`src/gwws_pkg.sv`:
```
// ----------------------------------------------------------------------------
// gwws_pkg: shared types, constants and helpers for the word wrap stream
// Line store geometry, character codes and column arithmetic.
// ----------------------------------------------------------------------------
package gwws_pkg;

	localparam int LINE_CAP = 32;
	localparam int TAB_STOP = 8;
	localparam int ADDR_W   = $clog2(LINE_CAP);
	localparam int CNT_W    = $clog2(LINE_CAP + 1);
	localparam int COL_W    = 7;
	localparam int WIDTH_W  = 6;
	localparam int CHAR_W   = 8;

	typedef logic [ADDR_W-1:0]  addr_t;
	typedef logic [CNT_W-1:0]   cnt_t;
	typedef logic [COL_W-1:0]   col_t;
	typedef logic [WIDTH_W-1:0] width_t;
	typedef logic [CHAR_W-1:0]  char_t;

	localparam col_t   COL_MAX     = 7'd127;
	localparam width_t WIDTH_RESET = 6'd32;

	localparam char_t CH_NL  = 8'd10;
	localparam char_t CH_SP  = 8'd32;
	localparam char_t CH_TAB = 8'd9;

	// advance one column, saturating
	function automatic col_t col_inc(col_t col);
		if (col == COL_MAX) begin
			return COL_MAX;
		end
		return col + col_t'(1);
	endfunction

	// advance to the next tab stop, saturating
	function automatic col_t tab_next(col_t col);
		int tmp;
		tmp = (int'(col) / TAB_STOP + 1) * TAB_STOP;
		if (tmp > int'(COL_MAX)) begin
			return COL_MAX;
		end
		return col_t'(tmp);
	endfunction

	// clamp the programmed width to the store capacity
	function automatic cnt_t limit_width(width_t w);
		if (int'(w) > LINE_CAP) begin
			return cnt_t'(LINE_CAP);
		end
		return cnt_t'(w);
	endfunction

endpackage

```
`src/gwws_ifs.sv`:
```
// ----------------------------------------------------------------------------
// gwws_ifs: valid/ready channels of the word wrap stream
// Input item channel, result channel and width register write channel.
// ----------------------------------------------------------------------------
interface gwws_in_if;
	logic                  valid;
	logic                  ready;
	logic                  kind;
	gwws_pkg::char_t       char_in;

	modport source (output valid, output kind, output char_in, input ready);
	modport sink   (input valid, input kind, input char_in, output ready);
endinterface

interface gwws_out_if;
	logic                  valid;
	logic                  ready;
	gwws_pkg::char_t       out_char;
	logic                  last;

	modport source (output valid, output out_char, output last, input ready);
	modport sink   (input valid, input out_char, input last, output ready);
endinterface

interface gwws_cfg_if;
	logic                  valid;
	logic                  ready;
	gwws_pkg::width_t      max_width;

	modport source (output valid, output max_width, input ready);
	modport sink   (input valid, input max_width, output ready);
endinterface

```
`src/gwws_ram.sv`:
```
// ----------------------------------------------------------------------------
// gwws_ram: generic single write port, single read port RAM
// Registered read data, held while no read is issued.
// ----------------------------------------------------------------------------
module gwws_ram #(
	parameter int WIDTH = 8,
	parameter int DEPTH = 32
) (
	input  logic                     clk,
	input  logic                     we,
	input  logic [$clog2(DEPTH)-1:0] waddr,
	input  logic [WIDTH-1:0]         wdata,
	input  logic                     re,
	input  logic [$clog2(DEPTH)-1:0] raddr,
	output logic [WIDTH-1:0]         rdata
);

	logic [WIDTH-1:0] mem_q [DEPTH];
	logic [WIDTH-1:0] rdata_q;

	always_ff @(posedge clk) begin
		if (we) begin
			mem_q[waddr] <= wdata;
		end
		if (re) begin
			rdata_q <= mem_q[raddr];
		end
	end

	assign rdata = rdata_q;

endmodule

```
`src/gwws_seq.sv`:
```
// ----------------------------------------------------------------------------
// gwws_seq: line store sequencer of the word wrap stream
// Plans each item on accept, then moves, emits, breaks and stores one
// line store entry at a time through a shared index unit.
// ----------------------------------------------------------------------------
module gwws_seq (
	input  logic              clk,
	input  logic              arst_n,
	input  gwws_pkg::cnt_t    wrap_width,
	gwws_in_if.sink           din,
	gwws_out_if.source        dout
);

	typedef enum logic [2:0] {
		ST_IDLE,
		ST_MOVE_RD,
		ST_MOVE_WR,
		ST_EMIT_RD,
		ST_EMIT_WR,
		ST_NL,
		ST_STORE
	} state_t;

	state_t            state_q;
	gwws_pkg::col_t    col_q;
	gwws_pkg::cnt_t    fill_q;
	gwws_pkg::cnt_t    ws_q;
	logic              in_word_q;
	gwws_pkg::cnt_t    idx_q;
	gwws_pkg::cnt_t    cnt_q;
	gwws_pkg::cnt_t    src_q;
	logic              nl_q;
	logic              store_q;
	gwws_pkg::addr_t   st_addr_q;
	gwws_pkg::char_t   st_char_q;
	logic              out_valid_q;
	gwws_pkg::char_t   out_char_q;
	logic              out_last_q;

	// plan of the item at the input
	gwws_pkg::cnt_t    p_emit_n;
	gwws_pkg::cnt_t    p_move_len;
	logic              p_nl;
	logic              p_store;
	gwws_pkg::addr_t   p_addr;
	gwws_pkg::col_t    n_col;
	gwws_pkg::cnt_t    n_fill;
	gwws_pkg::cnt_t    n_ws;
	logic              n_iw;
	state_t            p_next;

	gwws_pkg::col_t    w_col;
	gwws_pkg::char_t   ch;
	logic              is_ws;
	logic              slot_free;
	logic              out_load;
	gwws_pkg::cnt_t    idx_inc;
	logic              idx_end;
	state_t            after_emit;

	logic              ram_we;
	gwws_pkg::addr_t   ram_waddr;
	gwws_pkg::char_t   ram_wdata;
	logic              ram_re;
	gwws_pkg::addr_t   ram_raddr;
	gwws_pkg::char_t   ram_rdata;

	assign w_col     = gwws_pkg::col_t'(wrap_width);
	assign ch        = din.char_in;
	assign is_ws     = (ch == gwws_pkg::CH_SP) || (ch == gwws_pkg::CH_TAB);
	assign slot_free = !out_valid_q || dout.ready;
	assign out_load  = ((state_q == ST_EMIT_WR) || (state_q == ST_NL)) && slot_free;
	assign idx_inc   = idx_q + gwws_pkg::cnt_t'(1);
	assign idx_end   = (idx_inc == cnt_q);

	assign din.ready     = (state_q == ST_IDLE);
	assign dout.valid    = out_valid_q;
	assign dout.out_char = out_char_q;
	assign dout.last     = out_last_q;

	always_comb begin
		gwws_pkg::cnt_t f1;
		gwws_pkg::cnt_t s1;
		gwws_pkg::col_t c1;
		logic           iw1;
		gwws_pkg::cnt_t len;

		p_emit_n   = '0;
		p_move_len = '0;
		p_nl       = 1'b0;
		p_store    = 1'b0;
		p_addr     = '0;
		n_col      = col_q;
		n_fill     = fill_q;
		n_ws       = ws_q;
		n_iw       = in_word_q;
		f1         = fill_q;
		s1         = ws_q;
		c1         = col_q;
		iw1        = in_word_q;
		len        = '0;

		if (din.kind) begin
			p_emit_n = fill_q;
			n_fill   = '0;
			n_ws     = '0;
			n_iw     = 1'b0;
		end else if (ch == gwws_pkg::CH_NL) begin
			// trailing whitespace is dropped unless a word is open
			p_emit_n = in_word_q ? fill_q : '0;
			n_fill   = '0;
			n_ws     = '0;
			n_iw     = 1'b0;
			n_col    = '0;
			p_nl     = 1'b1;
		end else if (is_ws) begin
			if (in_word_q) begin
				p_emit_n = fill_q;
				f1       = '0;
				s1       = '0;
			end
			c1     = (ch == gwws_pkg::CH_SP) ? gwws_pkg::col_inc(col_q)
			                                 : gwws_pkg::tab_next(col_q);
			n_iw   = 1'b0;
			n_col  = c1;
			n_ws   = s1;
			n_fill = f1;
			// keep whitespace only while it fits
			if (c1 <= w_col && f1 < gwws_pkg::cnt_t'(gwws_pkg::LINE_CAP)) begin
				p_store = 1'b1;
				p_addr  = f1[gwws_pkg::ADDR_W-1:0];
				n_fill  = f1 + gwws_pkg::cnt_t'(1);
			end
		end else begin
			if (col_q >= w_col) begin
				p_nl = 1'b1;
				if (!in_word_q) begin
					f1 = '0;
					s1 = '0;
					c1 = '0;
				end else if (ws_q == '0) begin
					// word spans the whole line: hard break
					p_emit_n = fill_q;
					f1       = '0;
					s1       = '0;
					iw1      = 1'b0;
					c1       = '0;
				end else begin
					// soft break: pull the word to the front
					len        = (fill_q > ws_q) ? fill_q - ws_q : '0;
					p_move_len = len;
					f1         = len;
					s1         = '0;
					c1         = gwws_pkg::col_t'(len);
				end
			end
			if (!iw1) begin
				s1 = f1;
			end
			n_iw   = 1'b1;
			n_ws   = s1;
			n_col  = gwws_pkg::col_inc(c1);
			n_fill = f1;
			if (f1 < gwws_pkg::cnt_t'(gwws_pkg::LINE_CAP)) begin
				p_store = 1'b1;
				p_addr  = f1[gwws_pkg::ADDR_W-1:0];
				n_fill  = f1 + gwws_pkg::cnt_t'(1);
			end
		end

		if (p_move_len != '0) begin
			p_next = ST_MOVE_RD;
		end else if (p_emit_n != '0) begin
			p_next = ST_EMIT_RD;
		end else if (p_nl) begin
			p_next = ST_NL;
		end else if (p_store) begin
			p_next = ST_STORE;
		end else begin
			p_next = ST_IDLE;
		end
	end

	always_comb begin
		if (nl_q) begin
			after_emit = ST_NL;
		end else if (store_q) begin
			after_emit = ST_STORE;
		end else begin
			after_emit = ST_IDLE;
		end
	end

	// shared index unit: base plus running index addresses the store
	always_comb begin
		gwws_pkg::cnt_t rd_idx;
		rd_idx    = (state_q == ST_MOVE_RD) ? src_q + idx_q : idx_q;
		ram_re    = (state_q == ST_MOVE_RD) || (state_q == ST_EMIT_RD);
		ram_raddr = rd_idx[gwws_pkg::ADDR_W-1:0];
		ram_we    = (state_q == ST_MOVE_WR) || (state_q == ST_STORE);
		ram_waddr = (state_q == ST_MOVE_WR) ? idx_q[gwws_pkg::ADDR_W-1:0] : st_addr_q;
		ram_wdata = (state_q == ST_MOVE_WR) ? ram_rdata : st_char_q;
	end

	gwws_ram #(
		.WIDTH (gwws_pkg::CHAR_W),
		.DEPTH (gwws_pkg::LINE_CAP)
	) u_line_store (
		.clk   (clk),
		.we    (ram_we),
		.waddr (ram_waddr),
		.wdata (ram_wdata),
		.re    (ram_re),
		.raddr (ram_raddr),
		.rdata (ram_rdata)
	);

	always_ff @(posedge clk or negedge arst_n) begin
		if (!arst_n) begin
			state_q     <= ST_IDLE;
			col_q       <= '0;
			fill_q      <= '0;
			ws_q        <= '0;
			in_word_q   <= 1'b0;
			idx_q       <= '0;
			cnt_q       <= '0;
			src_q       <= '0;
			nl_q        <= 1'b0;
			store_q     <= 1'b0;
			st_addr_q   <= '0;
			st_char_q   <= '0;
			out_valid_q <= 1'b0;
			out_char_q  <= '0;
			out_last_q  <= 1'b0;
		end else begin
			if (out_load) begin
				out_valid_q <= 1'b1;
			end else if (dout.ready) begin
				out_valid_q <= 1'b0;
			end
			case (state_q)
				ST_IDLE: begin
					if (din.valid) begin
						col_q     <= n_col;
						fill_q    <= n_fill;
						ws_q      <= n_ws;
						in_word_q <= n_iw;
						idx_q     <= '0;
						cnt_q     <= (p_move_len != '0) ? p_move_len : p_emit_n;
						src_q     <= ws_q;
						nl_q      <= p_nl;
						store_q   <= p_store;
						st_addr_q <= p_addr;
						st_char_q <= ch;
						state_q   <= p_next;
					end
				end
				ST_MOVE_RD: begin
					state_q <= ST_MOVE_WR;
				end
				ST_MOVE_WR: begin
					idx_q   <= idx_inc;
					state_q <= idx_end ? ST_NL : ST_MOVE_RD;
				end
				ST_EMIT_RD: begin
					state_q <= ST_EMIT_WR;
				end
				ST_EMIT_WR: begin
					// hold the read data until the output slot frees up
					if (slot_free) begin
						out_char_q  <= ram_rdata;
						out_last_q  <= idx_end && !nl_q;
						idx_q       <= idx_inc;
						state_q     <= idx_end ? after_emit : ST_EMIT_RD;
					end
				end
				ST_NL: begin
					if (slot_free) begin
						out_char_q  <= gwws_pkg::CH_NL;
						out_last_q  <= 1'b1;
						state_q     <= store_q ? ST_STORE : ST_IDLE;
					end
				end
				ST_STORE: begin
					state_q <= ST_IDLE;
				end
				default: begin
					state_q <= ST_IDLE;
				end
			endcase
		end
	end

	a_fill_cap: assert property (@(posedge clk) disable iff (!arst_n)
		fill_q <= gwws_pkg::cnt_t'(gwws_pkg::LINE_CAP))
		else $error("line store fill past capacity");

	a_word_start: assert property (@(posedge clk) disable iff (!arst_n)
		ws_q <= fill_q)
		else $error("word start beyond fill index");

	a_move_range: assert property (@(posedge clk) disable iff (!arst_n)
		(state_q == ST_MOVE_RD) |-> (int'(src_q) + int'(idx_q) < gwws_pkg::LINE_CAP))
		else $error("word move reads past the line store");

	a_break_nl: assert property (@(posedge clk) disable iff (!arst_n)
		(state_q == ST_MOVE_WR) && idx_end |=> (state_q == ST_NL))
		else $error("soft break finished without a newline");

endmodule

```
`src/greedy_word_wrap_stream_top.sv`:
```
// Steps: a plain character is accepted, then written to the line store; a
// line emission reads then outputs each byte, a soft break reads then writes
// each moved byte, a newline is output from its own state. The single line
// store read port serializes these steps. A new item is taken only in idle.
// Reset: column, fill, word state cleared, width 32; store contents kept.
// ----------------------------------------------------------------------------
// greedy_word_wrap_stream_top: greedy word wrap over a byte stream
// Holds the wrap width register and drives the line store sequencer.
// ----------------------------------------------------------------------------
module greedy_word_wrap_stream_top (
	input  logic        clk,
	input  logic        arst_n,
	gwws_in_if.sink     din,
	gwws_out_if.source  dout,
	gwws_cfg_if.sink    cfg
);

	gwws_pkg::width_t max_width_q;
	gwws_pkg::cnt_t   wrap_width;

	assign cfg.ready = 1'b1;

	always_ff @(posedge clk or negedge arst_n) begin
		if (!arst_n) begin
			max_width_q <= gwws_pkg::WIDTH_RESET;
		end else if (cfg.valid && cfg.ready) begin
			max_width_q <= cfg.max_width;
		end
	end

	// clamp to the store capacity
	assign wrap_width = gwws_pkg::limit_width(max_width_q);

	gwws_seq u_seq (
		.clk        (clk),
		.arst_n     (arst_n),
		.wrap_width (wrap_width),
		.din        (din),
		.dout       (dout)
	);

endmodule

```
`src/flat_wrapper.sv`:
```
// flat-port wrapper written by rule: the top's interface ports become plain ports
module greedy_word_wrap_stream_top_flat 
  (clk, arst_n, din_valid, din_kind, din_char_in, din_ready, dout_valid, dout_out_char, dout_last, dout_ready, cfg_valid, cfg_max_width, cfg_ready);
  gwws_in_if din_i ();
  gwws_out_if dout_i ();
  gwws_cfg_if cfg_i ();
  input  logic clk;
  input  logic arst_n;
  input wire logic [$bits(din_i.valid)-1:0] din_valid;
  input wire logic [$bits(din_i.kind)-1:0] din_kind;
  input wire logic [$bits(din_i.char_in)-1:0] din_char_in;
  output wire logic [$bits(din_i.ready)-1:0] din_ready;
  output wire logic [$bits(dout_i.valid)-1:0] dout_valid;
  output wire logic [$bits(dout_i.out_char)-1:0] dout_out_char;
  output wire logic [$bits(dout_i.last)-1:0] dout_last;
  input wire logic [$bits(dout_i.ready)-1:0] dout_ready;
  input wire logic [$bits(cfg_i.valid)-1:0] cfg_valid;
  input wire logic [$bits(cfg_i.max_width)-1:0] cfg_max_width;
  output wire logic [$bits(cfg_i.ready)-1:0] cfg_ready;
  assign din_i.valid = din_valid;
  assign din_i.kind = din_kind;
  assign din_i.char_in = din_char_in;
  assign din_ready = din_i.ready;
  assign dout_valid = dout_i.valid;
  assign dout_out_char = dout_i.out_char;
  assign dout_last = dout_i.last;
  assign dout_i.ready = dout_ready;
  assign cfg_i.valid = cfg_valid;
  assign cfg_i.max_width = cfg_max_width;
  assign cfg_ready = cfg_i.ready;
  greedy_word_wrap_stream_top u_core (.clk(clk), .arst_n(arst_n), .din(din_i), .dout(dout_i), .cfg(cfg_i));
endmodule
```
`config.mk`:
```
export PLATFORM = sky130hd
export DESIGN_NAME = greedy_word_wrap_stream_top_flat
export DESIGN_NICKNAME = d
export VERILOG_FILES = /design/src/gwws_pkg.sv /design/src/gwws_ifs.sv /design/src/gwws_ram.sv /design/src/gwws_seq.sv /design/src/greedy_word_wrap_stream_top.sv /design/src/flat_wrapper.sv
export SDC_FILE = /design/constraint.sdc
export NUM_CORES = 1
export LEC_CHECK = 0
export ABC_AREA = 1
export BUFFER_PORTS_ARGS = -buffer_cell sky130_fd_sc_hd__buf_2
export CAP_MARGIN = 10
export CORE_MARGIN = 2
export CORE_UTILIZATION = 35
export DETAILED_ROUTE_END_ITERATION = 12
export GPL_TIMING_DRIVEN = 0
export HOLD_SLACK_MARGIN = 0.12
export PLACE_DENSITY_LB_ADDON = 0.1
export SYNTH_ARGS = -nofsm -noshare
export SYNTH_HDL_FRONTEND = slang
export SYNTH_SLANG_ARGS = --single-unit
```
`constraint.sdc`:
```
create_clock -name clk -period 3.4 [get_ports clk]
set_clock_uncertainty 0.05 [all_clocks]
set_input_delay 0.68 -clock clk [delete_from_list [all_inputs] [get_ports clk]]
set_output_delay 0.68 -clock clk [all_outputs]
set_load 0.005 [all_outputs]
```
==> results of run 1 <==
-- cell type report --
class | instances | area, µm²
fill | 4324 | 25900
sequential | 335 | 9710
multi-input combinational | 990 | 5340
clock buffer | 45 | 1020
tap | 592 | 741
inverter | 127 | 478
timing repair buffer | 46 | 434
buffer | 65 | 388
clock inverter | 26 | 310
-- cell families after synthesis --
kind of cell | Yosys count | share of synthesized area, %
fa+ha+maj | 32 | 2.64
mux | 4 | 0.286
xor+xnor | 21 | 1.17
compound gates | 336 | 13.1
other cells | 1 | 0.0238
buf+inv | 192 | 5.43
flops | 335 | 61.6
simple gates | 596 | 15.7
-- metal layers --
metal  up-vias  GRT usage, %  wire length (µm)
met5         -             0                 0
met4         0          5.87              1140
met3        66          3.54              2390
met2       272          37.9             24900
met1      5829          27.6             21300
li1       5522             -                 -
-- synth_stat cells, drive strengths merged (3+ instances only) --
cell type,number
o221ai,64
o21ai,206
nor2,238
o211ai,7
nand4,9
ha,30
a21boi,3
dfrtp,70
xnor2,3
nand2,254
o22ai,10
mux2,4
buf,49
or2,9
a21oi,26
nand3,75
nor3,4
edfxtp,264
a22oi,13
inv,125
xor2,18
nand3b,5
clkbuf,16
-- how the worst max path moves through the flow --
stage	start	end	cells after the start
after CTS	u_core.u_seq.idx_q[0]	u_core.u_seq.u_line_store.rdata[1]	11
after global routing	u_core.u_seq.state_q[1]	u_core.u_seq.u_line_store.mem_q[2][4]	6
after floorplan	din_char_in[2]	u_core.u_seq.fill_q[0]	20
final	u_core.u_seq.idx_q[0]	u_core.u_seq.u_line_store.rdata[3]	11
after global placement	u_core.u_seq.state_q[1]	u_core.u_seq.u_line_store.mem_q[24][3]	5
after detailed placement	din_char_in[0]	u_core.u_seq.fill_q[0]	21
-- per-stage QoR --
stage | worst slack, ns | std cells | total power [mW] | util (%)
global placement | -2.17 | 2138 | 14.0 | 37.5
global route | -0.0995 | 2226 | 20.0 | 41.5
CTS | 0.0269 | 2220 | 18.8 | 41.1
floorplan | 0.172 | 1517 | 10.9 | -
detailed placement | -0.686 | 2145 | 14.3 | 38.0
finish | 0.0930 | 2226 | 18.9 | 41.5
-- power by group --
| part | switching [mW] | total, mW | internal, mW |
|---|---|---|---|
| logic | 5.98 | 8.51 | 2.53 |
| registers | 0.345 | 6.02 | 5.68 |
| clock network | 1.75 | 4.37 | 2.62 |
-- what timing repair did --
| action | 4_1_cts | 5_1_grt |
|---|---|---|
| endpoints found under the hold margin | 23 | 0 |
| gates resized for setup | 11 | 35 |
| endpoints found under the setup margin | 14 | 140 |
| hold buffers | 1 | 0 |
| setup buffers | 3 | 5 |
| pin swaps | 2 | 2 |
-- worst max-delay path, cell delays in order, from the launching register on --
cell,delay (ns)
dfrtp_1,0.51
ha_1,0.30
fa_1,0.46
xor2_1,0.17
or2_1,0.22
o21ai_2,0.19
buf_2,0.36
o221ai_1,0.34
nand3_1,0.18
nand2_1,0.06
nand2_1,0.05
nand2_1,0.12
-- flip-flops by register name, indices dropped and copies added (netlist names) --
register                         flops
u_core.u_seq.u_line_store.rdata      8
u_core.u_seq.nl_q                    1
u_core.u_seq.cnt_q                   6
u_core.u_seq.store_q                 1
u_core.u_seq.u_line_store.mem_q    256
u_core.u_seq.st_char_q               8
u_core.u_seq.col_q                   7
u_core.max_width_q                   6
u_core.u_seq.in_word_q               1
u_core.u_seq.dout.valid              1
u_core.u_seq.st_addr_q               5
u_core.u_seq.state_q                 3
u_core.u_seq.dout.last               1
u_core.u_seq.fill_q                  6
u_core.u_seq.src_q                   5
u_core.u_seq.dout.out_char           8
u_core.u_seq.ws_q                    6
u_core.u_seq.idx_q                   6
==> results.py, run 1 <==
metrics = {
    "routing": {
        "drt_wl_total_um": 49800,
        "dr.pass1.iters": 5,
        "wl_per_cell_um": 22.4,
        "drcViolationCount": 0,
        "ant_nets": 0,
        "drtIter0Drc": 862,
        "vias": 11700,
        "avgViaCountPerCell": 5.25,
    },
    "layout": {
        "mostFrequentLayoutCell": "edfxtp_1",
        "antenna_cells": 0,
        "drive_above_1_share_pct": 15.0,
        "finalNetCount": 1656,
        "fin_area_mm2": 0.0184,
        "mostFrequentLayoutCells": "edfxtp_1, nand2_1, nor2_1",
        "syn2layout_area_growth_pct": 16.9,
    },
    "worst_hold_path": {
        "hp-class": "input port to register",
        "whs_path_depth": 3,
        "hold_start": "cfg_max_width[0]",
        "whs_endpoint": "u_core.max_width_q[0]",
    },
    "die": {
        "core_mm2": 0.0443,
        "dieArea_mm2": 0.0467,
        "ios": 32,
        "rows": 77,
        "die_h_um": 216,
        "floorplan.initialDensity_pct": 35.5,
        "die_x_um": 216,
    },
    "timing": {
        "fin_tns_setup_ns": 0,
        "hold_ws_ns": 0.302,
        "rsz0062_at_grt": "yes",
        "drv_slew": 0,
        "tightest_slew_ns": 1.25,
        "post-route-period-util_pct": 97.3,
        "finalCriticalPeriod_ns": 3.31,
        "fmax_mhz": 302,
        "setup_viol": 0,
        "hold_viol": 0,
        "relSlewSlack_pct": 16.2,
    },
    "synth": {
        "netlist_area_mm2": 0.0157,
        "ys_seq_area_share_pct": 61.6,
        "ys_top_cells_by_area": "edfxtp_1, dfrtp_1, nand2_1",
        "post-synth-top-area-cell": "edfxtp_1",
        "yosys.area.top_type_share_pct": 50.3,
        "synth.distinct_cells": 52,
        "synth_enable_flop_cells": 264,
        "yosysWarnings": 0,
        "syn-num-nets": 1569,
        "synthArstFlopShare_pct": 21.2,
        "synth_flop_cell": "edfxtp_1",
        "syn_area_per_cell_um2": 10.4,
        "synth_cells": 1517,
        "synth_seq_cells": 335,
    },
    "place": {
        "place_congestion": 0.886,
        "io_buffer_count": 29,
        "hpwlAfterDp_um": 35100,
        "placed_cell_area_mm2": 0.0168,
    },
    "clocking": {
        "clock_tree.root_cell": "clkbuf_16",
        "htreeDepth": 2,
        "cts_sinks": 335,
        "cts_buffers": 39,
        "cts_tree": "built",
        "cts.clk_slew.worst_paths_ns": 0.06,
        "cts.path.max_buffers": 3,
        "clk_latency_ns": 0.57,
    },
    "critical_path": {
        "critPathMaxFanout": 10,
        "reg2reg_to": "u_core.u_seq.u_line_store.rdata[3]",
        "worst_r2r_path_depth": 11,
        "worstPathRequired_ns": 3.62,
        "start_kind": "register",
        "rrSetupSlack_ns": 0.09,
        "end_kind": "register",
        "worstPathArrival_ns": 3.53,
        "crit_type": "register to register",
        "rr_startpoint": "u_core.u_seq.idx_q[0]",
    },
    "global_route": {
        "grt_max_degree": 48,
        "grt_pass1_vias": 11600,
        "grt_pass1_wl_um": 75200,
        "antenna_found_initial": 0,
        "grt-ovfl-total": 0,
        "grt_usage_pct": 21.6,
    },
    "job": {
        "maxCapViolations": 0,
    },
    "power_and_ir_drop": {
        "p_per_area_mw_per_mm2": 1030,
        "p_leak_nw": 7.21,
        "vdd_drop_max_mv": 0.539,
    },
    "run_status": {
        "outcome": "completed",
    },
}
No activity file was read; power rests on OpenSTA's default activity.
==> run 2: changes to the inputs <==
Settings changed: CORE_MARGIN 2 to 3.
==> run 2 against run 1 <==
Against the previous run: register-to-register slack lost 0.03 ns; wire length up 0.60%; maximum frequency shrank 0.84%; global-route usage fell by 0.37 points; combinational power is 1% higher.
==> results.py, run 2 (synthesis results as in run 1) <==
metrics = {
    "run_status": {
        "outcome": "completed",
    },
    "layout": {
        "largest_register_ffs": 256,
        "finalNetCount": 1655,
        "syn2layout_area_growth_pct": 16.2,
        "fin_area_mm2": 0.0183,
        "multi_input_area_mm2": 0.00534,
        "fill_cells": 4351,
        "mostFrequentLayoutCell": "edfxtp_1",
        "antenna_cells": 0,
        "regArea_mm2": 0.00971,
        "final_core_util_pct": 41.3,
        "drive_above_1_share_pct": 14.5,
        "top_register": "u_core.u_seq.u_line_store.mem_q",
        "mostFrequentLayoutCells": "edfxtp_1, nand2_1, nor2_1",
    },
    "global_route": {
        "grt_pass1_vias": 11600,
        "antenna_found_initial": 0,
        "grt_usage_pct": 21.2,
        "grt_max_degree": 49,
        "grt_pass1_wl_um": 74900,
        "grt-ovfl-total": 0,
    },
    "die": {
        "core_mm2": 0.0443,
        "dieArea_mm2": 0.0476,
        "floorplan.initialDensity_pct": 35.5,
        "rows": 77,
        "ios": 32,
        "die_h_um": 218,
        "die_x_um": 218,
    },
    "clocking": {
        "cts_tree": "built",
        "cts_buffers": 38,
        "cts_sinks": 335,
        "htreeDepth": 2,
        "clock_tree.root_cell": "clkbuf_16",
        "cts.clk_slew.worst_paths_ns": 0.06,
        "cts.path.max_buffers": 3,
        "clk_latency_ns": 0.56,
    },
    "timing": {
        "fmax_mhz": 300,
        "post-route-period-util_pct": 98.1,
        "setup_viol": 0,
        "finalCriticalPeriod_ns": 3.34,
        "tightest_slew_ns": 0.965,
        "drv_slew": 0,
        "relSlewSlack_pct": 35.5,
        "rsz0062_at_grt": "yes",
        "hold_viol": 0,
    },
    "routing": {
        "drt_wl_total_um": 50100,
        "drcViolationCount": 0,
        "drtIter0Drc": 783,
        "avgViaCountPerCell": 5.21,
        "vias": 11600,
        "wl_per_cell_um": 22.5,
        "dr.pass1.iters": 7,
        "ant_nets": 0,
    },
    "critical_path": {
        "start_kind": "register",
        "crit_buf_inv": 1,
        "worstPathArrival_ns": 3.46,
        "worstPathRequired_ns": 3.52,
        "crit_type": "register to register",
        "reg2reg_to": "u_core.u_seq.u_line_store.mem_q[5][1]",
        "crit_chain": "inv_1 -> nor2_2 -> nand2_2 -> o21ai_0 -> nand3_1 -> nor2_1",
        "end_kind": "register",
        "cp_slowest_stage_delay_ns": 0.94,
        "critPathMaxFanout": 10,
        "rrSetupSlack_ns": 0.06,
        "cp_top_family": "simple AND/OR/NAND/NOR gates",
        "crit_slowest_cell": "nor2_1",
        "rr_startpoint": "u_core.u_seq.state_q[1]",
        "worst_r2r_path_depth": 6,
    },
    "job": {
        "maxCapViolations": 0,
    },
    "worst_hold_path": {
        "whs_endpoint": "u_core.max_width_q[0]",
        "whs_path_depth": 3,
        "hp-class": "input port to register",
        "hold_start": "cfg_max_width[0]",
    },
    "place": {
        "io_buffer_count": 29,
        "placed_cell_area_mm2": 0.0168,
        "hpwlAfterDp_um": 35200,
        "place_congestion": 0.879,
    },
    "power_and_ir_drop": {
        "p_per_area_mw_per_mm2": 1010,
        "vdd_drop_max_mv": 0.446,
        "p_leak_nw": 7.15,
    },
}
run 2: cell count changes in the layout (fill, tap and decap cells not counted), sizes merged:
cell / previous run / this run
clkbuf: 63 / 66
clkinv: 19 / 15
inv: 126 / 127
bufinv: 6 / 1
buf: 92 / 94
run 2: worst max-delay path by stage:
stage	startpoint	endpoint	slack, ns	depth (start not counted)
4_1_cts	u_core.u_seq.idx_q[0]	u_core.u_seq.u_line_store.rdata[2]	0.005	13
6_report	u_core.u_seq.state_q[1]	u_core.u_seq.u_line_store.mem_q[5][1]	0.06	6
3_5_place_dp	din_char_in[1]	u_core.u_seq.fill_q[0]	-0.72	21
3_3_place_gp	u_core.u_seq.state_q[1]	u_core.u_seq.u_line_store.mem_q[24][3]	-2.25	5
5_1_grt	u_core.u_seq.state_q[1]	u_core.u_seq.u_line_store.mem_q[5][1]	-0.13	6
2_1_floorplan	din_char_in[2]	u_core.u_seq.fill_q[0]	0.17	20
run 2: where the power goes:
group	internal (mW)	switching, mW
logic	2.61	6.02
clock network	2.23	1.68
registers	5.67	0.344
run 2: timing repair:
item	4_1_cts	5_1_grt
hold buffers	1	0
resized for setup	13	36
setup endpoints to repair	14	182
endpoints found under the hold margin	22	0
pin swaps	2	3
cloned	0	0
buffers inserted	3	4
run 2: area by class of cell:
type                       count  area share [%]
tap                          592            4.05
inverter                     127            2.61
sequential                   335            53.0
multi-input combinational    990            29.2
clock inverter                18           0.772
clock buffer                  50            5.63
buffer                        65            2.13
timing repair buffer          46            2.59
run 2: tightest hold or removal path: stages:
cell and delay [ns]:
buf_2 0.08, nand2_1 0.04, o21ai_0 0.06
run 2: per-stage QoR:
step / std cells / hold WS, ns / setup TNS [ns] / worst slack [ns] / total power [mW]
5_1_grt: 2223 / 0.289 / -7.08 / -0.127 / 19.7
6_report: 2223 / 0.291 / 0 / 0.0648 / 18.5
3_5_place_dp: 2145 / 0.426 / -6.57 / -0.720 / 14.4
4_1_cts: 2217 / 0.267 / 0 / 0.00506 / 18.4
3_3_place_gp: 2138 / 0.418 / -146.80 / -2.25 / 14.0
2_1_floorplan: 1517 / 0.334 / 0 / 0.172 / 10.9
run 2: metal layers:
layer	vias to the layer above	track usage, %	share of wire [%]
li1	5513	-	-
met1	5723	27.6	44
met2	273	36.9	50
met3	81	3.24	4.2
met4	0	5.85	2.6
met5	-	0	0
==> run 3: changes to the inputs <==
Settings changed: CELL_PAD_IN_SITES_DETAIL_PLACEMENT from default to 2, CELL_PAD_IN_SITES_GLOBAL_PLACEMENT from default to 2.
==> run 3 against run 2 <==
Against the previous run: global-route usage up 3.5 points; core utilization up 0.34 points; wire length up 16%; worst hold slack worse by 0.016 ns; die area unchanged; setup slack better by 0.028 ns; largest cell class unchanged; largest power group unchanged.
==> results.py, run 3 (synthesis results as in run 1) <==
metrics = {
    "layout": {
        "drive_above_1_share_pct": 15.5,
        "largest_register_ffs": 256,
        "mostFrequentLayoutCells": "edfxtp_1, nand2_1, nor2_1",
        "mostFrequentLayoutCell": "edfxtp_1",
        "top_register": "u_core.u_seq.u_line_store.mem_q",
        "finalNetCount": 1661,
        "syn2layout_area_growth_pct": 17.2,
        "final_core_util_pct": 41.6,
        "antenna_cells": 0,
    },
    "clocking": {
        "cts.path.max_buffers": 3,
        "clk_latency_ns": 0.57,
        "clock_tree.root_cell": "clkbuf_16",
        "cts_sinks": 335,
        "cts_buffers": 39,
        "htreeDepth": 2,
        "cts_tree": "built",
        "cts.clk_slew.worst_paths_ns": 0.06,
    },
    "die": {
        "dieArea_mm2": 0.0476,
        "die_x_um": 218,
        "rows": 77,
        "floorplan.initialDensity_pct": 35.5,
        "core_mm2": 0.0443,
        "die_h_um": 218,
        "ios": 32,
    },
    "routing": {
        "wl_met3_um": 1900,
        "wl_met2_um": 30400,
        "dr.pass1.iters": 5,
        "avgViaCountPerCell": 5.39,
        "drt_wl_total_um": 58200,
        "drtIter0Drc": 679,
        "wl_per_cell_um": 26.1,
        "top_layer": "met4",
        "ant_nets": 0,
        "wl_met1_um": 23600,
        "vias": 12000,
        "drcViolationCount": 0,
    },
    "global_route": {
        "grt_pass1_vias": 13300,
        "antenna_found_initial": 0,
        "grt_usage_pct": 24.7,
        "grt_max_degree": 52,
        "grt_pass1_wl_um": 86300,
        "grt-ovfl-total": 0,
    },
    "critical_path": {
        "cpMostUsedCell": "nand2_1",
        "worstPathRequired_ns": 3.65,
        "crit_type": "register to register",
        "critPathMaxFanout": 10,
        "crit_slowest_cell": "dfrtp_1",
        "rrSetupSlack_ns": 0.09,
        "end_kind": "register",
        "crit_chain": "ha_1 -> fa_1 -> xor2_1 -> or2_1 -> o21ai_2 -> buf_4 -> o221ai_1 -> nand3_1 -> nand2_1 -> nand2_1 -> nand2_1",
        "cp_slowest_stage_delay_ns": 0.49,
        "worstPathArrival_ns": 3.55,
        "start_kind": "register",
    },
    "timing": {
        "setup_viol": 0,
        "tightest_slew_ns": 1.06,
        "relSlewSlack_pct": 29.3,
        "hold_viol": 0,
        "finalCriticalPeriod_ns": 3.31,
        "post-route-period-util_pct": 97.3,
        "drv_slew": 0,
        "fmax_mhz": 302,
        "rsz0062_at_grt": "yes",
        "hold_ws_ns": 0.275,
        "fin_ws_ns": 0.0929,
    },
    "job": {
        "maxCapViolations": 0,
    },
    "place": {
        "io_buffer_count": 29,
        "dp_slack_ns": -0.774,
        "place_congestion": 0.827,
        "hpwlAfterDp_um": 41700,
    },
    "power_and_ir_drop": {
        "p_leak_nw": 7.21,
        "p_per_area_mw_per_mm2": 1050,
        "power_mw": 19.4,
        "vdd_drop_max_mv": 0.554,
    },
    "worst_hold_path": {
        "hp-class": "input port to register",
    },
    "run_status": {
        "outcome": "completed",
    },
}
## run 3: routing by layer
metal / global-route usage, % / vias to the layer above
li1: - / 5531
met1: 29.4 / 6156
met2: 45.5 / 222
met3: 3.13 / 106
met4: 9.22 / 0
met5: 0 / -
## run 3: stage by stage
step,std cells,cell area (µm²),TNS [ns]
global route,2229,18500,-3.32
CTS,2219,18200,0
finish,2229,18500,0
detailed placement,2144,16800,-7.07
global placement,2138,16600,-141.68
floorplan,1517,15700,0
## run 3: timing repair
item | in CTS | in global routing
hold buffers | 1 | 0
pin swaps | 2 | 7
endpoints found under the hold margin | 19 | 0
resized for setup | 12 | 48
setup endpoints to repair | 20 | 138
buffers inserted | 5 | 8
## run 3: worst max-delay path: cells and delay by family (launching register included)
kind	cells	cell delay [ns]
AO/OA/AOI/OAI	2	0.48
flip-flops	1	0.49
AND/OR/NAND/NOR	5	0.78
buffers and inverters	1	0.33
XOR/XNOR	1	0.17
adder cells (fa/ha/maj)	2	0.76
## run 3: where the power goes
part / switching (mW) / internal, mW / total [mW]
clock: 1.71 / 2.54 / 4.25
sequential: 0.390 / 5.68 / 6.07
combinational: 6.42 / 2.62 / 9.05
## run 3: path summary, 6_finish.rpt
kind	start	end	depth (start not counted)
max reg2reg	u_core.u_seq.idx_q[0]	u_core.u_seq.u_line_store.rdata[3]	11
max	u_core.u_seq.idx_q[0]	u_core.u_seq.u_line_store.rdata[3]	11
max in group asynchronous	arst_n	u_core.u_seq.idx_q[4]	3
min	dout_ready	u_core.u_seq.dout.valid	2
min in group asynchronous	arst_n	u_core.max_width_q[4]	2
min reg2reg	u_core.u_seq.st_char_q[4]	u_core.u_seq.st_char_q[4]	2
## run 3: area by class of cell
| cell class | instances | area, µm² |
|---|---|---|
| tap | 592 | 741 |
| clock inverter | 21 | 240 |
| timing repair buffer | 51 | 479 |
| buffer | 65 | 392 |
| fill | 4698 | 25900 |
| inverter | 127 | 478 |
| clock buffer | 48 | 1030 |
| sequential | 335 | 9710 |
| multi-input combinational | 990 | 5390 |
